--- src/hdl/lfbd_pkg.sv ---
// Package for the length framed byte deframer.
// Holds shared constants, event and phase codes, and the command and config types.
// No dependencies.
`default_nettype none

package lfbd_pkg;

    localparam int NAME_BYTES_DEF = 8;
    localparam int CFG_DATA_W     = 64;
    localparam int CFG_IDX_W      = 3;
    localparam int QUEUE_DEPTH    = 4;

    localparam logic [CFG_IDX_W-1:0] REG_HEADER    = 3'd0;
    localparam logic [CFG_IDX_W-1:0] REG_FOOTER    = 3'd1;
    localparam logic [CFG_IDX_W-1:0] REG_HANDSHAKE = 3'd2;
    localparam logic [CFG_IDX_W-1:0] REG_HEARTBEAT = 3'd3;
    localparam logic [CFG_IDX_W-1:0] REG_NAME      = 3'd4;
    localparam logic [CFG_IDX_W-1:0] REG_NAME_LEN  = 3'd5;

    localparam logic [7:0] HEADER_RST    = 8'd1;
    localparam logic [7:0] FOOTER_RST    = 8'd4;
    localparam logic [7:0] HANDSHAKE_RST = 8'd5;
    localparam logic [7:0] HEARTBEAT_RST = 8'd6;

    typedef enum logic [2:0] {
        EV_START     = 3'd0,
        EV_LENGTH    = 3'd1,
        EV_PAYLOAD   = 3'd2,
        EV_GOOD      = 3'd3,
        EV_BADFOOT   = 3'd4,
        EV_HEARTBEAT = 3'd5,
        EV_INVALID   = 3'd6,
        EV_REPLY     = 3'd7
    } t_event;

    typedef enum logic [1:0] {
        PH_HEADER  = 2'd0,
        PH_LENGTH  = 2'd1,
        PH_PAYLOAD = 2'd2,
        PH_FOOTER  = 2'd3
    } t_phase;

    typedef enum logic {
        BK_IDLE  = 1'b0,
        BK_REPLY = 1'b1
    } t_back_st;

    typedef struct packed {
        logic [7:0] header_code;
        logic [7:0] footer_code;
        logic [7:0] handshake_code;
        logic [7:0] heartbeat_code;
        logic [3:0] name_len;
    } t_cfg;

    typedef struct packed {
        logic       is_reply;
        t_event     ev;
        logic [7:0] data;
        logic [7:0] pos;
        logic [7:0] flen;
    } t_cmd;

endpackage

`default_nettype wire

--- src/hdl/lfbd_front.sv ---
// Front end: phase tracking and classification of each received word.
// Produces one command per accepted word. Depends on lfbd_pkg.
`default_nettype none

module lfbd_front (
    input  wire logic          i_clk,
    input  wire logic          i_rst_n,
    input  wire lfbd_pkg::t_cfg i_cfg,
    input  wire logic          i_accept,
    input  wire logic [7:0]    i_rx_byte,
    output lfbd_pkg::t_cmd     o_cmd
);

    lfbd_pkg::t_phase r_phase, n_phase;
    logic [7:0]       r_length, n_length;
    logic [7:0]       r_count, n_count;
    logic [7:0]       count_inc;

    assign count_inc = r_count + 8'd1;

    always_comb begin
        n_phase = r_phase;
        if (i_accept) begin
            case (r_phase)
                lfbd_pkg::PH_HEADER: begin
                    if (i_rx_byte == i_cfg.header_code) begin
                        n_phase = lfbd_pkg::PH_LENGTH;
                    end
                end
                lfbd_pkg::PH_LENGTH: begin
                    n_phase = (i_rx_byte == 8'd0) ? lfbd_pkg::PH_FOOTER
                                                  : lfbd_pkg::PH_PAYLOAD;
                end
                lfbd_pkg::PH_PAYLOAD: begin
                    if (count_inc >= r_length) begin
                        n_phase = lfbd_pkg::PH_FOOTER;
                    end
                end
                lfbd_pkg::PH_FOOTER: begin
                    n_phase = lfbd_pkg::PH_HEADER;
                end
                default: begin
                    n_phase = lfbd_pkg::PH_HEADER;
                end
            endcase
        end
    end

    always_comb begin
        n_length       = r_length;
        n_count        = r_count;
        o_cmd.is_reply = 1'b0;
        o_cmd.ev       = lfbd_pkg::EV_INVALID;
        o_cmd.data     = i_rx_byte;
        o_cmd.pos      = 8'd0;
        o_cmd.flen     = 8'd0;
        case (r_phase)
            lfbd_pkg::PH_HEADER: begin
                if (i_rx_byte == i_cfg.header_code) begin
                    o_cmd.ev = lfbd_pkg::EV_START;
                end else if (i_rx_byte == i_cfg.handshake_code) begin
                    o_cmd.is_reply = 1'b1;
                    o_cmd.ev       = lfbd_pkg::EV_REPLY;
                end else if (i_rx_byte == i_cfg.heartbeat_code) begin
                    o_cmd.ev = lfbd_pkg::EV_HEARTBEAT;
                end
            end
            lfbd_pkg::PH_LENGTH: begin
                o_cmd.ev   = lfbd_pkg::EV_LENGTH;
                o_cmd.flen = i_rx_byte;
                if (i_accept) begin
                    n_length = i_rx_byte;
                    n_count  = 8'd0;
                end
            end
            lfbd_pkg::PH_PAYLOAD: begin
                o_cmd.ev   = lfbd_pkg::EV_PAYLOAD;
                o_cmd.pos  = r_count;
                o_cmd.flen = r_length;
                if (i_accept) begin
                    n_count = count_inc;
                end
            end
            lfbd_pkg::PH_FOOTER: begin
                o_cmd.ev   = (i_rx_byte == i_cfg.footer_code) ? lfbd_pkg::EV_GOOD
                                                              : lfbd_pkg::EV_BADFOOT;
                o_cmd.flen = r_length;
            end
            default: begin
                o_cmd.ev = lfbd_pkg::EV_INVALID;
            end
        endcase
    end

    always_ff @(posedge i_clk) begin
        if (!i_rst_n) begin
            r_phase  <= lfbd_pkg::PH_HEADER;
            r_length <= 8'd0;
            r_count  <= 8'd0;
        end else begin
            r_phase  <= n_phase;
            r_length <= n_length;
            r_count  <= n_count;
        end
    end

endmodule

`default_nettype wire

--- src/hdl/lfbd_fifo.sv ---
// Short command queue between front and back end.
// Depth from lfbd_pkg::QUEUE_DEPTH (power of two). Depends on lfbd_pkg.
`default_nettype none

module lfbd_fifo (
    input  wire logic           i_clk,
    input  wire logic           i_rst_n,
    input  wire logic           i_push,
    input  wire lfbd_pkg::t_cmd i_cmd,
    input  wire logic           i_pop,
    output lfbd_pkg::t_cmd      o_cmd,
    output logic                o_empty,
    output logic                o_full
);

    localparam int PW = $clog2(lfbd_pkg::QUEUE_DEPTH);
    localparam int CW = PW + 1;

    lfbd_pkg::t_cmd r_mem [lfbd_pkg::QUEUE_DEPTH];
    logic [PW-1:0]  r_wr, r_rd;
    logic [CW-1:0]  r_cnt;

    assign o_empty = (r_cnt == CW'(0));
    assign o_full  = (r_cnt == CW'(lfbd_pkg::QUEUE_DEPTH));
    assign o_cmd   = r_mem[r_rd];

    always_ff @(posedge i_clk) begin
        if (i_push) begin
            r_mem[r_wr] <= i_cmd;
        end
    end

    always_ff @(posedge i_clk) begin
        if (!i_rst_n) begin
            r_wr  <= '0;
            r_rd  <= '0;
            r_cnt <= '0;
        end else begin
            if (i_push) begin
                r_wr <= r_wr + PW'(1);
            end
            if (i_pop) begin
                r_rd <= r_rd + PW'(1);
            end
            case ({i_push, i_pop})
                2'b10:   r_cnt <= r_cnt + CW'(1);
                2'b01:   r_cnt <= r_cnt - CW'(1);
                default: r_cnt <= r_cnt;
            endcase
        end
    end

endmodule

`default_nettype wire

--- src/hdl/lfbd_back.sv ---
// Back end: executes queued commands and drives the registered output word.
// Expands a handshake command into the reply frame. Depends on lfbd_pkg.
`default_nettype none

module lfbd_back #(
    parameter int NAME_BYTES = lfbd_pkg::NAME_BYTES_DEF
) (
    input  wire logic                    i_clk,
    input  wire logic                    i_rst_n,
    input  wire lfbd_pkg::t_cfg          i_cfg,
    input  wire logic [NAME_BYTES*8-1:0] i_name,
    input  wire lfbd_pkg::t_cmd          i_cmd,
    input  wire logic                    i_empty,
    output logic                         o_pop,
    output logic                         o_out_valid,
    input  wire logic                    i_out_stall,
    output logic [2:0]                   o_event_res,
    output logic [7:0]                   o_data,
    output logic [7:0]                   o_position,
    output logic [7:0]                   o_frame_length,
    output logic                         o_last
);

    localparam int SW = $clog2(NAME_BYTES + 3);
    localparam int IW = (NAME_BYTES > 1) ? $clog2(NAME_BYTES) : 1;

    lfbd_pkg::t_back_st r_state, n_state;
    logic [SW-1:0]      r_step, n_step;
    logic               r_valid, n_valid;
    lfbd_pkg::t_event   r_ev, n_ev;
    logic [7:0]         r_data, n_data, r_pos, n_pos, r_flen, n_flen;
    logic               r_last, n_last;

    logic               out_free;
    logic [3:0]         len_sat;
    logic               step_end;
    logic [SW-1:0]      name_off;
    logic [IW-1:0]      name_idx;
    logic [7:0]         name_byte;

    assign out_free  = !r_valid || !i_out_stall;
    assign len_sat   = (i_cfg.name_len > 4'(NAME_BYTES)) ? 4'(NAME_BYTES) : i_cfg.name_len;
    assign step_end  = (r_step == (SW'(len_sat) + SW'(2)));
    assign name_off  = r_step - SW'(2);
    assign name_idx  = name_off[IW-1:0];
    assign name_byte = i_name[name_idx*8 +: 8];

    always_comb begin
        n_state = r_state;
        case (r_state)
            lfbd_pkg::BK_IDLE: begin
                if (out_free && !i_empty && i_cmd.is_reply) begin
                    n_state = lfbd_pkg::BK_REPLY;
                end
            end
            lfbd_pkg::BK_REPLY: begin
                if (out_free && step_end) begin
                    n_state = lfbd_pkg::BK_IDLE;
                end
            end
            default: begin
                n_state = lfbd_pkg::BK_IDLE;
            end
        endcase
    end

    always_comb begin
        o_pop   = 1'b0;
        n_step  = r_step;
        n_valid = r_valid;
        n_ev    = r_ev;
        n_data  = r_data;
        n_pos   = r_pos;
        n_flen  = r_flen;
        n_last  = r_last;
        case (r_state)
            lfbd_pkg::BK_IDLE: begin
                if (out_free) begin
                    o_pop   = !i_empty;
                    n_valid = !i_empty;
                    if (i_cmd.is_reply) begin
                        n_ev   = lfbd_pkg::EV_REPLY;
                        n_data = i_cfg.header_code;
                        n_pos  = 8'd0;
                        n_flen = 8'(len_sat);
                        n_last = 1'b0;
                        n_step = SW'(1);
                    end else begin
                        n_ev   = i_cmd.ev;
                        n_data = i_cmd.data;
                        n_pos  = i_cmd.pos;
                        n_flen = i_cmd.flen;
                        n_last = 1'b1;
                    end
                end
            end
            lfbd_pkg::BK_REPLY: begin
                if (out_free) begin
                    n_valid = 1'b1;
                    n_ev    = lfbd_pkg::EV_REPLY;
                    n_pos   = 8'd0;
                    n_flen  = 8'(len_sat);
                    n_last  = step_end;
                    n_step  = r_step + SW'(1);
                    if (step_end) begin
                        n_data = i_cfg.footer_code;
                    end else if (r_step == SW'(1)) begin
                        n_data = 8'(len_sat);
                    end else begin
                        n_data = name_byte;
                    end
                end
            end
            default: begin
                n_valid = 1'b0;
            end
        endcase
    end

    always_ff @(posedge i_clk) begin
        if (!i_rst_n) begin
            r_state <= lfbd_pkg::BK_IDLE;
            r_step  <= '0;
            r_valid <= 1'b0;
        end else begin
            r_state <= n_state;
            r_step  <= n_step;
            r_valid <= n_valid;
        end
    end

    always_ff @(posedge i_clk) begin
        r_ev   <= n_ev;
        r_data <= n_data;
        r_pos  <= n_pos;
        r_flen <= n_flen;
        r_last <= n_last;
    end

    assign o_out_valid    = r_valid;
    assign o_event_res    = r_ev;
    assign o_data         = r_data;
    assign o_position     = r_pos;
    assign o_frame_length = r_flen;
    assign o_last         = r_last;

endmodule

`default_nettype wire

--- src/hdl/length_framed_byte_deframer.sv ---
// Length framed byte deframer: one received word per cycle while the command queue is not full.
// A result passes through the command queue and the registered output word, held while stalled.
// A handshake occupies the output for a reply frame of header, name length, name bytes and
// footer, while a 4 entry command queue keeps accepting words until full.
// Reset (synchronous, active low) clears phase, queue and output valid, and loads default codes.
// Depends on lfbd_pkg, lfbd_front, lfbd_fifo, lfbd_back.
`default_nettype none

module length_framed_byte_deframer #(
    parameter int NAME_BYTES = lfbd_pkg::NAME_BYTES_DEF
) (
    input  wire logic                            i_clk,
    input  wire logic                            i_rst_n,
    input  wire logic                            i_cfg_we,
    input  wire logic [lfbd_pkg::CFG_IDX_W-1:0]  i_cfg_index,
    input  wire logic [lfbd_pkg::CFG_DATA_W-1:0] i_cfg_wdata,
    input  wire logic                            i_in_valid,
    output logic                                 o_in_stall,
    input  wire logic [7:0]                      i_rx_byte,
    output logic                                 o_out_valid,
    input  wire logic                            i_out_stall,
    output logic [2:0]                           o_event_res,
    output logic [7:0]                           o_data,
    output logic [7:0]                           o_position,
    output logic [7:0]                           o_frame_length,
    output logic                                 o_last
);

    lfbd_pkg::t_cfg          r_cfg;
    logic [NAME_BYTES*8-1:0] r_name;
    lfbd_pkg::t_cmd          front_cmd, queue_cmd;
    logic                    accept, pop, empty, full;

    always_ff @(posedge i_clk) begin
        if (!i_rst_n) begin
            r_cfg.header_code    <= lfbd_pkg::HEADER_RST;
            r_cfg.footer_code    <= lfbd_pkg::FOOTER_RST;
            r_cfg.handshake_code <= lfbd_pkg::HANDSHAKE_RST;
            r_cfg.heartbeat_code <= lfbd_pkg::HEARTBEAT_RST;
            r_cfg.name_len       <= 4'd0;
            r_name               <= '0;
        end else if (i_cfg_we) begin
            case (i_cfg_index)
                lfbd_pkg::REG_HEADER:    r_cfg.header_code    <= i_cfg_wdata[7:0];
                lfbd_pkg::REG_FOOTER:    r_cfg.footer_code    <= i_cfg_wdata[7:0];
                lfbd_pkg::REG_HANDSHAKE: r_cfg.handshake_code <= i_cfg_wdata[7:0];
                lfbd_pkg::REG_HEARTBEAT: r_cfg.heartbeat_code <= i_cfg_wdata[7:0];
                lfbd_pkg::REG_NAME:      r_name <= i_cfg_wdata[NAME_BYTES*8-1:0];
                lfbd_pkg::REG_NAME_LEN:  r_cfg.name_len <= i_cfg_wdata[3:0];
                default: begin
                end
            endcase
        end
    end

    assign o_in_stall = full;
    assign accept     = i_in_valid && !full;

    lfbd_front u_front (
        .i_clk     (i_clk),
        .i_rst_n   (i_rst_n),
        .i_cfg     (r_cfg),
        .i_accept  (accept),
        .i_rx_byte (i_rx_byte),
        .o_cmd     (front_cmd)
    );

    lfbd_fifo u_fifo (
        .i_clk   (i_clk),
        .i_rst_n (i_rst_n),
        .i_push  (accept),
        .i_cmd   (front_cmd),
        .i_pop   (pop),
        .o_cmd   (queue_cmd),
        .o_empty (empty),
        .o_full  (full)
    );

    lfbd_back #(
        .NAME_BYTES (NAME_BYTES)
    ) u_back (
        .i_clk          (i_clk),
        .i_rst_n        (i_rst_n),
        .i_cfg          (r_cfg),
        .i_name         (r_name),
        .i_cmd          (queue_cmd),
        .i_empty        (empty),
        .o_pop          (pop),
        .o_out_valid    (o_out_valid),
        .i_out_stall    (i_out_stall),
        .o_event_res    (o_event_res),
        .o_data         (o_data),
        .o_position     (o_position),
        .o_frame_length (o_frame_length),
        .o_last         (o_last)
    );

endmodule

`default_nettype wire

--- config.mk ---
export PLATFORM = sky130hd
export DESIGN_NAME = length_framed_byte_deframer
export DESIGN_NICKNAME = d
export VERILOG_FILES = /design/src/hdl/lfbd_pkg.sv /design/src/hdl/lfbd_front.sv /design/src/hdl/lfbd_fifo.sv /design/src/hdl/lfbd_back.sv /design/src/hdl/length_framed_byte_deframer.sv
export SDC_FILE = /design/constraint.sdc
export NUM_CORES = 1
export LEC_CHECK = 0
export BUFFER_PORTS_ARGS = -buffer_cell sky130_fd_sc_hd__clkbuf_2
export CAP_MARGIN = 0
export CORE_MARGIN = 10
export CORE_UTILIZATION = 48
export CTS_BUF_LIST = sky130_fd_sc_hd__clkbuf_4 sky130_fd_sc_hd__clkbuf_8
export DETAILED_ROUTE_END_ITERATION = 16
export PLACE_DENSITY = 0.67
export SLEW_MARGIN = 20
export SYNTH_ARGS = -nofsm -noshare
export SYNTH_HDL_FRONTEND = slang
export SYNTH_SLANG_ARGS = --single-unit
--- constraint.sdc ---
create_clock -name i_clk -period 5 [get_ports i_clk]
set_clock_uncertainty 0.15 [all_clocks]
set_input_delay 0.25 -clock i_clk [delete_from_list [all_inputs] [get_ports i_clk]]
set_output_delay 0.25 -clock i_clk [all_outputs]
set_load 0.02 [all_outputs]
==> flow_metrics.py <==
metrics = {
    "run_status": {
        "status": "completed",
    },
    "route": {
        "ant_nets": 0,
        "firstDrtPassIters": 5,
        "drt-total-wl_um": 28900,
        "drc": 0,
        "viasPerCell": 5.29,
        "drt-initial-drc-count": 670,
        "vias": 8245,
        "wire_per_inst_um": 18.5,
    },
    "clocking": {
        "cts_made_buffers": 45,
        "cts-root-buf": "clkbuf_8",
        "cts_buffer_depth": 3,
        "path_clk_slew_ps": 60,
        "cts.repair.resized": 0,
        "cts_tree": "done",
        "clock_sinks": 273,
        "ctsHoldBuffers": 64,
        "h-tree-depth": 2,
        "clk-insertion-delay-late_ps": 550,
        "post-cts-setup-buffers": 0,
    },
    "placed_design": {
        "port_buffers": 109,
        "place_ws_ps": 2120,
        "globalplace.congestion": 0.831,
        "dpl_cell_area_um2": 12800,
        "place_hpwl_um": 19600,
    },
    "pwr": {
        "p_leak_nw": 5.25,
        "p_per_area_nw_per_um2": 420,
        "max-vdd-ir-drop_uv": 260,
    },
    "die": {
        "io_pins": 110,
        "row_count": 57,
        "die_x_um": 179,
        "initial_core_util_pct": 49.2,
        "dieArea_um2": 31900,
        "fp.coreArea_um2": 24500,
        "fp.dieH_um": 179,
    },
    "logic_synthesis": {
        "synth-edff-count": 140,
        "synth-seq-area-share_pct": 56.9,
        "postSynthCellCount": 1028,
        "synthFlopType": "edfxtp_1",
        "avgSynthCellArea_um2": 11.7,
        "synthTopCellsByCount": "nand2_1 (227), edfxtp_1 (140), dfxtp_1 (133)",
        "yosys.area.top_type": "edfxtp_1",
        "synth_seq_cells": 273,
        "synth_area_leaders": "edfxtp_1 (35%), dfxtp_1 (22%), mux4_2 (8.2%)",
        "synth_top_area_share_pct": 34.8,
        "syn-num-nets": 1131,
        "synth.most_common_cell": "nand2_1",
        "yosysWarnings": 0,
        "ys_async_sr_fraction_pct": 0,
        "ys_types": 53,
        "syn-cell-area_um2": 12100,
    },
    "critical_path": {
        "worst-r2r-cell-count": 7,
        "cp-endpoint": "u_back.o_data[4]$_DFFE_PP_",
        "end_kind": "flip-flop",
        "critPathLaunchType": "flip-flop",
        "startpoint": "r_cfg[3]$_SDFFE_PN0P_",
        "critPathKind": "reg -> reg",
        "cp.required_ps": 5100,
        "reg2reg_from": "r_cfg[3]$_SDFFE_PN0P_",
        "r2r_setup_slack_ps": 2080,
        "timing.rr.end": "u_back.o_data[4]$_DFFE_PP_",
        "cp.arrival_ps": 3030,
        "worst-path-max-fanout": 10,
    },
    "global_route": {
        "track_usage_pct": 18.1,
        "grt_max_degree": 69,
        "gr-total-overflow": 0,
        "grt_pass1_vias": 8416,
        "grt_pass1_wl_um": 45500,
        "antenna_found_initial": 0,
    },
    "timing": {
        "clock.fmax_ghz": 0.342,
        "whs_ps": 22.2,
        "grt_setup_unrepaired": "false",
        "relSlewSlack_pct": 27.3,
        "worst_slack_ps": 2080,
        "timing.final.crit_share_pct": 58.5,
        "setup_violations": 0,
        "slew_violations": 0,
        "worst_pin_slew_ps": 1090,
        "tns_ps": 0,
        "timing_hold_violations_final": 0,
        "post-route-min-period_ps": 2920,
    },
    "layout": {
        "fin_util_pct": 58.9,
        "final_design_area_no_fill_um2": 14400,
        "nNetsFinal": 1301,
        "drive_gt1_share_pct": 21.1,
        "syn2layout_area_growth_pct": 19.6,
        "diodes": 0,
    },
    "job": {
        "drv_cap": 0,
    },
    "worst_hold_path": {
        "min_path_type": "in -> reg",
    },
}
-- report_power, final --
group | total (W) | internal, W | leakage [nW] | switching [W]
logic | 0.00128 | 0.000551 | 2.33 | 0.000732
clock network | 0.00201 | 0.00115 | 0.507 | 0.000857
registers | 0.00277 | 0.00265 | 2.41 | 0.000124
-- metal layers --
layer  up-vias  global-route usage, %  wire length [um]
li1       3999                      -                 -
met1      3975                   25.7             13200
met2       243                   28.5             13500
met3        28                   3.38              1890
met4         0                   3.82               301
met5         -                      0                 0
-- layout make-up --
class | instances | area, um2
multi-input combinational | 675 | 4870
clock inverter | 13 | 88.8
sequential | 273 | 6870
inverter | 18 | 67.6
tap | 324 | 405
clock buffer | 71 | 865
timing repair buffer | 185 | 1280
fill | 2044 | 10100
-- metrics by stage --
stage	total power, W	cells
floorplan	0.00369	1028
global placement	0.00407	1411
detailed placement	0.00409	1411
CTS	0.00613	1559
global route	0.00636	1559
finish	0.00607	1559
-- sequential cells by signal, indices dropped and copies added, names as in the netlist, named ones only --
name                   flops
u_front.r_count            8
u_fifo.r_cnt               3
u_fifo.r_wr                2
u_back.r_step              4
u_fifo.r_mem             112
u_back.o_data              8
u_front.r_phase            2
r_name                    64
u_back.o_last              1
u_front.r_length           8
u_back.r_state             1
u_back.o_frame_length      8
u_fifo.r_rd                2
u_back.o_position          8
r_cfg                     36
u_back.o_out_valid         1
u_back.o_event_res         3
-- critical path: stages (launching register included) --
cell       delay [ps]
dfxtp_1           460
and2b_2           290
ha_1              200
xnor2_1           220
mux2i_1           160
a2111oi_4         760
mux2i_1           290
a21oi_1            90
-- layout by cell type (no fill, tap or decap), types with 4 or more instances in the layout --
master	netlist	routed
a21boi_0	94	94
dfxtp_1	133	132
clkbuf_4	0	18
mux4_2	44	44
clkinv_1	1	10
or2_2	5	5
xnor2_1	39	39
a22oi_1	12	12
dlygate4sd3_1	0	64
nor2_1	23	23
a21oi_1	11	11
nand4_1	10	10
o21ai_0	17	17
inv_1	17	17
buf_4	1	12
mux2_2	4	4
nand2_1	227	227
or3_1	5	5
clkbuf_8	3	53
a211o_1	4	4
nor3_1	5	5
nand3_1	13	12
and2_1	38	38
clkbuf_2	0	108
and2b_2	4	4
xor2_1	5	5
mux2i_1	28	28
ha_1	22	22
edfxtp_1	140	140
nor2b_1	24	24
a211oi_1	9	9
-- how the worst min path moves through the flow --
| stage | from | to | slack [ps] | depth (start not counted) |
|---|---|---|---|---|
| floorplan | i_rx_byte[0] | u_fifo.r_mem[0][16]$_DFFE_PP_ | 200 | 0 |
| global placement | r_name[16]$_SDFFE_PN0P_ | r_name[16]$_SDFFE_PN0P_ | 300 | 2 |
| detailed placement | r_name[30]$_SDFFE_PN0P_ | r_name[30]$_SDFFE_PN0P_ | 310 | 2 |
| CTS | i_rx_byte[3] | u_fifo.r_mem[0][19]$_DFFE_PP_ | 10 | 1 |
| global route | i_rx_byte[4] | u_fifo.r_mem[0][20]$_DFFE_PP_ | 10 | 1 |
| finish | i_cfg_index[0] | r_cfg[19]$_SDFFE_PN0P_ | 20 | 4 |
-- cell families (layout without fill, tap and decap cells) --
| group | count (synthesis) | in the layout | synth area share (%) |
|---|---|---|---|
| AOI/OAI and AO/OA | 163 | 163 | 9.77 |
| xor gates and xnor gates | 44 | 44 | 3.19 |
| adders and majority gates | 23 | 23 | 2.45 |
| and+or+nand+nor | 369 | 369 | 14.0 |
| buffers and inverters | 80 | 287 | 2.87 |
| muxes | 76 | 76 | 10.9 |
| DFF | 273 | 273 | 56.9 |
No activity file was read; power rests on OpenSTA's default activity.
